File: config.mk
export PLATFORM = sky130hd
export DESIGN_NAME = sparse_two_of_four_select
export DESIGN_NICKNAME = d
export VERILOG_FILES = /design/src/rtl/core/sts_pkg.sv /design/src/rtl/core/sts_sort_front.sv /design/src/rtl/core/sts_sort_back.sv /design/src/rtl/core/sparse_two_of_four_select.sv
export SDC_FILE = /design/constraint.sdc
export NUM_CORES = 1
export LEC_CHECK = 0
export BUFFER_PORTS_ARGS = -buffer_cell sky130_fd_sc_hd__buf_4
export CAP_MARGIN = 20
export CORE_ASPECT_RATIO = 2
export CORE_MARGIN = 2
export CORE_UTILIZATION = 35
export DETAILED_ROUTE_END_ITERATION = 7
export GPL_ROUTABILITY_DRIVEN = 1
export REMOVE_ABC_BUFFERS = 1
export SYNTH_ARGS = -nofsm -noshare
export SYNTH_HDL_FRONTEND = slang
export SYNTH_SLANG_ARGS = --single-unit
File: constraint.sdc
create_clock -name clock -period 18.1 [get_ports clock]
set_clock_uncertainty 0.2 [all_clocks]
set_input_delay 0.905 -clock clock [delete_from_list [all_inputs] [get_ports clock]]
set_output_delay 0.905 -clock clock [all_outputs]
set_load 0.02 [all_outputs]
File: src/rtl/core/sts_pkg.sv
// Shared types, constants and compare-exchange helpers for the two-of-four select.
`timescale 1ns / 1ps
`default_nettype none

package sts_pkg;

   localparam int unsigned VALUE_W  = 32;
   localparam int unsigned NUM_POS  = 4;
   localparam int unsigned POS_W    = 2;
   localparam int unsigned MASK_W   = NUM_POS;
   localparam int unsigned REQ_W    = NUM_POS * VALUE_W;
   localparam int unsigned RSP_W    = 2 * VALUE_W + MASK_W;
   localparam int unsigned RSP_PAD_W = ((RSP_W + 7) / 8) * 8;

   typedef logic [VALUE_W-1:0] value_type;
   typedef logic [POS_W-1:0]   pos_type;
   typedef logic [MASK_W-1:0]  mask_type;

   // Group positions, named so the sorting network reads as its pair list
   localparam pos_type P0 = 2'd0;
   localparam pos_type P1 = 2'd1;
   localparam pos_type P2 = 2'd2;
   localparam pos_type P3 = 2'd3;

   localparam value_type MAG_MASK = 32'h7FFF_FFFF;
   localparam value_type INF_BITS = 32'h7F80_0000;

   // Original values by position plus the current slot order
   typedef struct packed {
      value_type [NUM_POS-1:0] value;
      pos_type   [NUM_POS-1:0] slot;
   } pipe_word_type;

   // Result word, last field in the lowest bits
   typedef struct packed {
      mask_type  keep_mask;
      value_type kept_second_value;
      value_type kept_first_value;
   } result_type;

   // Strict float greater-than on sign-cleared patterns; any NaN gives false
   function automatic logic mag_greater(value_type a, value_type b);
      logic nan_seen;
      nan_seen = (a > INF_BITS) || (b > INF_BITS);
      return !nan_seen && (a > b);
   endfunction

   // One compare-exchange of slots i and j (i before j)
   function automatic pipe_word_type ce_step(pipe_word_type w, pos_type i, pos_type j);
      pipe_word_type r;
      value_type     mag_i;
      value_type     mag_j;
      r     = w;
      mag_i = w.value[w.slot[i]] & MAG_MASK;
      mag_j = w.value[w.slot[j]] & MAG_MASK;
      if (mag_greater(mag_i, mag_j)) begin
         r.slot[i] = w.slot[j];
         r.slot[j] = w.slot[i];
      end
      return r;
   endfunction

endpackage

`default_nettype wire

File: src/rtl/core/sts_sort_front.sv
// First two pipeline stages of the sorting network: pairs (0,1),(0,2) then (0,3),(1,2).
`timescale 1ns / 1ps
`default_nettype none

module sts_sort_front (
   input  wire                    clock,
   input  wire                    reset,
   input  wire                    in_valid,
   output logic                   in_ready,
   input  sts_pkg::pipe_word_type in_word,
   output logic                   out_valid,
   input  wire                    out_ready,
   output sts_pkg::pipe_word_type out_word
);
   import sts_pkg::*;

   logic          s1_valid_ff, s1_valid_in;
   logic          s2_valid_ff, s2_valid_in;
   pipe_word_type s1_word_ff, s1_word_in;
   pipe_word_type s2_word_ff, s2_word_in;
   logic          s1_ready;
   logic          s2_ready;

   // A stage loads when it is empty or its word moves on this cycle
   assign s2_ready = !s2_valid_ff || out_ready;
   assign s1_ready = !s1_valid_ff || s2_ready;
   assign in_ready = s1_ready;

   // Stage 1: compare-exchange (0,1) then (0,2)
   always_comb begin
      s1_valid_in = s1_ready ? in_valid : s1_valid_ff;
      s1_word_in  = s1_word_ff;
      if (s1_ready && in_valid) begin
         s1_word_in = ce_step(ce_step(in_word, P0, P1), P0, P2);
      end
   end

   // Stage 2: compare-exchange (0,3) then (1,2)
   always_comb begin
      s2_valid_in = s2_ready ? s1_valid_ff : s2_valid_ff;
      s2_word_in  = s2_word_ff;
      if (s2_ready && s1_valid_ff) begin
         s2_word_in = ce_step(ce_step(s1_word_ff, P0, P3), P1, P2);
      end
   end

   always_ff @(posedge clock) begin
      if (reset) begin
         s1_valid_ff <= 1'b0;
         s2_valid_ff <= 1'b0;
      end else begin
         s1_valid_ff <= s1_valid_in;
         s2_valid_ff <= s2_valid_in;
      end
   end

   // Payload registers, no reset needed
   always_ff @(posedge clock) begin
      s1_word_ff <= s1_word_in;
      s2_word_ff <= s2_word_in;
   end

   assign out_valid = s2_valid_ff;
   assign out_word  = s2_word_ff;

endmodule

`default_nettype wire

File: src/rtl/core/sts_sort_back.sv
// Last sorting stage, pairs (1,3),(2,3), then kept-pair selection into the output register.
`timescale 1ns / 1ps
`default_nettype none

module sts_sort_back (
   input  wire                    clock,
   input  wire                    reset,
   input  wire                    in_valid,
   output logic                   in_ready,
   input  sts_pkg::pipe_word_type in_word,
   output logic                   out_valid,
   input  wire                    out_ready,
   output sts_pkg::result_type    out_result
);
   import sts_pkg::*;

   logic          valid_ff, valid_in;
   result_type    result_ff, result_in;
   pipe_word_type sorted;
   pos_type       lo_pos;
   pos_type       hi_pos;
   mask_type      mask;

   assign in_ready = !valid_ff || out_ready;

   // Finish the network; the last two slots hold the kept positions
   always_comb begin
      sorted = ce_step(ce_step(in_word, P1, P3), P2, P3);
      if (sorted.slot[P2] < sorted.slot[P3]) begin
         lo_pos = sorted.slot[P2];
         hi_pos = sorted.slot[P3];
      end else begin
         lo_pos = sorted.slot[P3];
         hi_pos = sorted.slot[P2];
      end
      mask         = '0;
      mask[lo_pos] = 1'b1;
      mask[hi_pos] = 1'b1;
   end

   // Output register, held while the receiver stalls
   always_comb begin
      valid_in  = in_ready ? in_valid : valid_ff;
      result_in = result_ff;
      if (in_ready && in_valid) begin
         result_in.kept_first_value  = sorted.value[lo_pos];
         result_in.kept_second_value = sorted.value[hi_pos];
         result_in.keep_mask         = mask;
      end
   end

   always_ff @(posedge clock) begin
      if (reset) begin
         valid_ff <= 1'b0;
      end else begin
         valid_ff <= valid_in;
      end
   end

   always_ff @(posedge clock) begin
      result_ff <= result_in;
   end

   assign out_valid  = valid_ff;
   assign out_result = result_ff;

endmodule

`default_nettype wire

File: src/rtl/core/sparse_two_of_four_select.sv
// Top level of the two-of-four magnitude prune: stream ports and pipeline hookup.
//
// Usage:
//   req_* carries one group of four fp32 bit patterns per word. Each group is
//   sorted by magnitude (sign cleared, NaN never swaps) and the two largest
//   positions are kept. rsp_* returns the kept values in ascending position
//   order and a four-bit keep mask with exactly two bits set.
// Path: an accepted req word passes two sorting-network stages plus the output
//   register before it shows on rsp_tvalid.
// Throughput: one group per cycle while the output is not stalled; every stage is a
//   register with its own valid bit, so a new word can enter each cycle while earlier ones are in flight.
// Reset: synchronous, clears all valid bits; words in flight are dropped.
// Stall: while rsp_tready is low the output word holds; upstream stages keep
//   filling empty slots, and req_tready drops only when all three are full.
//   req_tready is high whenever rsp_tready is high.
`timescale 1ns / 1ps
`default_nettype none

module sparse_two_of_four_select (
   input  wire                        clock,
   input  wire                        reset,
   input  wire                        req_tvalid,
   output logic                       req_tready,
   // value_0 [31:0], value_1 [63:32], value_2 [95:64], value_3 [127:96]
   input  wire  [sts_pkg::REQ_W-1:0]  req_tdata,
   output logic                       rsp_tvalid,
   input  wire                        rsp_tready,
   // kept_first_value [31:0], kept_second_value [63:32], keep_mask [67:64], zero pad
   output logic [sts_pkg::RSP_PAD_W-1:0] rsp_tdata
);
   import sts_pkg::*;

   pipe_word_type in_word;
   pipe_word_type mid_word;
   logic          mid_valid;
   logic          mid_ready;
   result_type    result;

   // Unpack the group; slot order starts as the identity
   always_comb begin
      for (int p = 0; p < NUM_POS; p++) begin
         in_word.value[p] = req_tdata[p*VALUE_W +: VALUE_W];
         in_word.slot[p]  = pos_type'(p);
      end
   end

   sts_sort_front u_front (
      .clock     (clock),
      .reset     (reset),
      .in_valid  (req_tvalid),
      .in_ready  (req_tready),
      .in_word   (in_word),
      .out_valid (mid_valid),
      .out_ready (mid_ready),
      .out_word  (mid_word)
   );

   sts_sort_back u_back (
      .clock      (clock),
      .reset      (reset),
      .in_valid   (mid_valid),
      .in_ready   (mid_ready),
      .in_word    (mid_word),
      .out_valid  (rsp_tvalid),
      .out_ready  (rsp_tready),
      .out_result (result)
   );

   assign rsp_tdata = {{(RSP_PAD_W-RSP_W){1'b0}}, result};

endmodule

`default_nettype wire

==> flow_metrics.py <==
metrics = {
    "critical_path": {
        "rrSetupSlack_ns": 8.10,
        "crit_top_cell": "buf_4",
        "ff2ff_path_depth": 25,
        "worstSetupPathType": "reg2reg",
        "cp-start-kind": "flop",
        "cpPeakStageDelay_ns": 0.84,
        "arrival_ns": 10.12,
        "required_ns": 18.22,
        "end_kind": "flop",
        "worstPathMaxFanout": 46,
        "cp_slowest_cell": "mux4_1",
        "r2r_end": "u_back.out_result[4]",
        "r2r_start": "u_front.out_word[2]",
    },
    "clock_network": {
        "cts_buffers": 29,
        "clkLatencyLatePin_ns": 0.59,
        "post_cts_resized": 0,
        "ctsHoldBuffers": 0,
        "root_buffer": "clkbuf_16",
        "cts_tree": "yes",
        "post-cts-setup-buffers": 0,
        "htree_num_levels": 1,
        "path_clk_slew_ns": 0.08,
        "clock_sinks": 338,
        "clock_path_buffers": 3,
    },
    "pwr": {
        "total_power_uw": 2510,
        "peakVddDrop_mv": 0.0722,
        "p_leak_uw": 0.0101,
        "p_per_area_nw_per_um2": 95.6,
    },
    "timing": {
        "fin_hold_ws_ns": 0.236,
        "hold_viol_final": 0,
        "rsz0062_at_grt": "false",
        "fin_crit_sh": 0.553,
        "finalMaxSlewViolations": 0,
        "period_needed_ns": 10.00,
        "tns_ns": 0,
        "worst_pin_slew_ns": 1.04,
        "fmax_mhz": 100,
        "finalSetupViolations": 0,
        "slew_headroom": 0.305,
    },
    "logic_synthesis": {
        "syn-instance-count": 1609,
        "synth_edf_count": 335,
        "synth_top_area_frac": 0.440,
        "synth-seq-cells": 338,
        "ys_seq_area_frac": 0.443,
        "synth_cell_types": 60,
        "yosysWarnings": 0,
        "synth_top_cell_by_area": "edfxtp_1",
        "ys_top_cells_by_area": "edfxtp_1, mux4_2, ha_1",
        "netlist_area_sq_um": 22900,
        "synth-async-reset-ratio": 0,
        "avgSynthCellArea_sq_um": 14.2,
        "synth_top_flop_cell": "edfxtp_1",
    },
    "placed_design": {
        "place_area_sq_um": 25200,
        "io_buffers": 201,
        "dp_hpwl_mm": 55.9,
        "gp_congestion": 0.954,
    },
    "grt": {
        "grt_pass1_wl_mm": 103,
        "grt_max_degree": 85,
        "grtUsageTotal": 0.207,
        "grt_pass1_vias": 16412,
        "overflow": 0,
        "antenna_found_initial": 0,
    },
    "drt": {
        "drtPass1Iterations": 5,
        "first_iter_violations": 888,
        "drt_wl_total_mm": 69.4,
        "antenna_left": 0,
        "via_count": 15561,
        "vias_per_cell": 5.80,
        "routedWlPerCell_um": 25.9,
        "drc": 0,
    },
    "floorplanning": {
        "die_y_um": 365,
        "ios": 206,
        "fp.coreArea_sq_um": 64700,
        "die_w_um": 185,
        "num_rows": 132,
        "start_util": 0.353,
        "dieArea_sq_um": 67500,
    },
    "min_path": {
        "min_path_type": "reg2reg",
        "min_from": "u_front.s1_word_ff[135]",
        "min_path_cells": 0,
        "hold_end": "u_front.out_word[135]",
    },
    "layout": {
        "final_cell_area_sq_um": 26200,
        "drive_gt1_frac": 0.321,
        "area_growth_pct": 14.8,
        "final_common_cell": "edfxtp_1",
        "diodes": 0,
        "nets": 2112,
        "mostFrequentLayoutCells": "edfxtp_1, buf_4, mux4_2",
    },
    "outcome": {
        "status": "completed",
    },
    "run": {
        "maxCapViolCount": 0,
    },
}
-- cells in the mapped netlist, types with 18 or more instances --
cell,n
inv_1,161
a21oi_1,47
ha_1,188
nand4_1,67
o21ai_0,62
a21o_1,45
clkbuf_1,31
nor2_1,33
nand2_1,53
o21a_1,29
mux2_2,92
buf_1,18
mux4_2,206
mux2i_1,34
nor4_1,52
edfxtp_1,335
-- sequential cells by signal, indices dropped and copies added, names as in the netlist --
| signal | count |
|---|---|
| u_front.s1_valid_ff | 1 |
| u_front.out_word | 134 |
| u_front.s1_word_ff | 133 |
| u_back.out_result | 68 |
| u_front.out_valid | 1 |
| u_back.out_valid | 1 |
-- per-stage QoR --
stage,util,setup slack (ns),std cells
floorplan,-,5.86,1537
global placement,0.390,7.96,2631
detailed placement,0.390,7.76,2631
CTS,0.405,7.74,2684
global route,0.405,7.60,2685
finish,0.405,8.10,2685
-- critical path, delay by kind of cell, from the launching register on --
| family | cells | cell delay, ns |
|---|---|---|
| AOI/OAI and AO/OA | 12 | 3.33 |
| adders and majority gates | 2 | 0.66 |
| buffers and inverters | 3 | 1.77 |
| DFF | 1 | 0.35 |
| muxes | 4 | 2.60 |
| and+or+nand+nor | 4 | 0.72 |
-- routing by layer --
metal | share of wire | routed length [um] | GRT usage
met5 | 0 | 0 | 0
met4 | 0.085 | 5920 | 0.152
met3 | 0.041 | 2860 | 0.0170
met2 | 0.51 | 35600 | 0.365
met1 | 0.36 | 25100 | 0.232
-- layout make-up --
class	instances	area (sq um)
Fill cell	6090	38500
Clock inverter	19	206
Sequential cell	338	10100
Inverter	163	617
Tap cell	871	1090
Timing Repair Buffer	224	1700
Clock buffer	34	744
Multi-Input combinational cell	1036	11700
-- power by group --
part | internal, uW | switching [uW] | leakage [uW] | total, uW
clock | 352 | 290 | 0.000460 | 642
combinational | 417 | 445 | 0.00646 | 862
sequential | 943 | 60.7 | 0.00320 | 1000
total | 1710 | 795 | 0.0101 | 2510
-- worst max-delay path by stage --
stage	to	cells past startpoint	slack [ns]	startpoint
after floorplan	u_back.out_result[0]	22	5.86	u_front.out_word[2]
after global placement	u_back.out_result[4]	26	7.96	u_front.out_word[6]
after detailed placement	u_back.out_result[4]	26	7.76	u_front.out_word[6]
after CTS	u_back.out_result[4]	26	7.74	u_front.out_word[6]
after global routing	u_back.out_result[4]	24	7.60	u_front.out_word[2]
final	u_back.out_result[4]	25	8.10	u_front.out_word[2]
-- cells by family (layout without fill, tap and decap cells) --
| family | after synthesis | count (layout) | share of synthesized area |
|---|---|---|---|
| AND/OR/NAND/NOR | 276 | 276 | 0.0654 |
| other | 1 | 4 | 0.000164 |
| AO/OA/AOI/OAI | 222 | 222 | 0.0641 |
| buffers and inverters | 238 | 440 | 0.0457 |
| flip-flops | 338 | 338 | 0.443 |
| adder cells (fa/ha/maj) | 188 | 188 | 0.103 |
| multiplexers | 346 | 346 | 0.279 |
(Power assumes the default switching activity.)
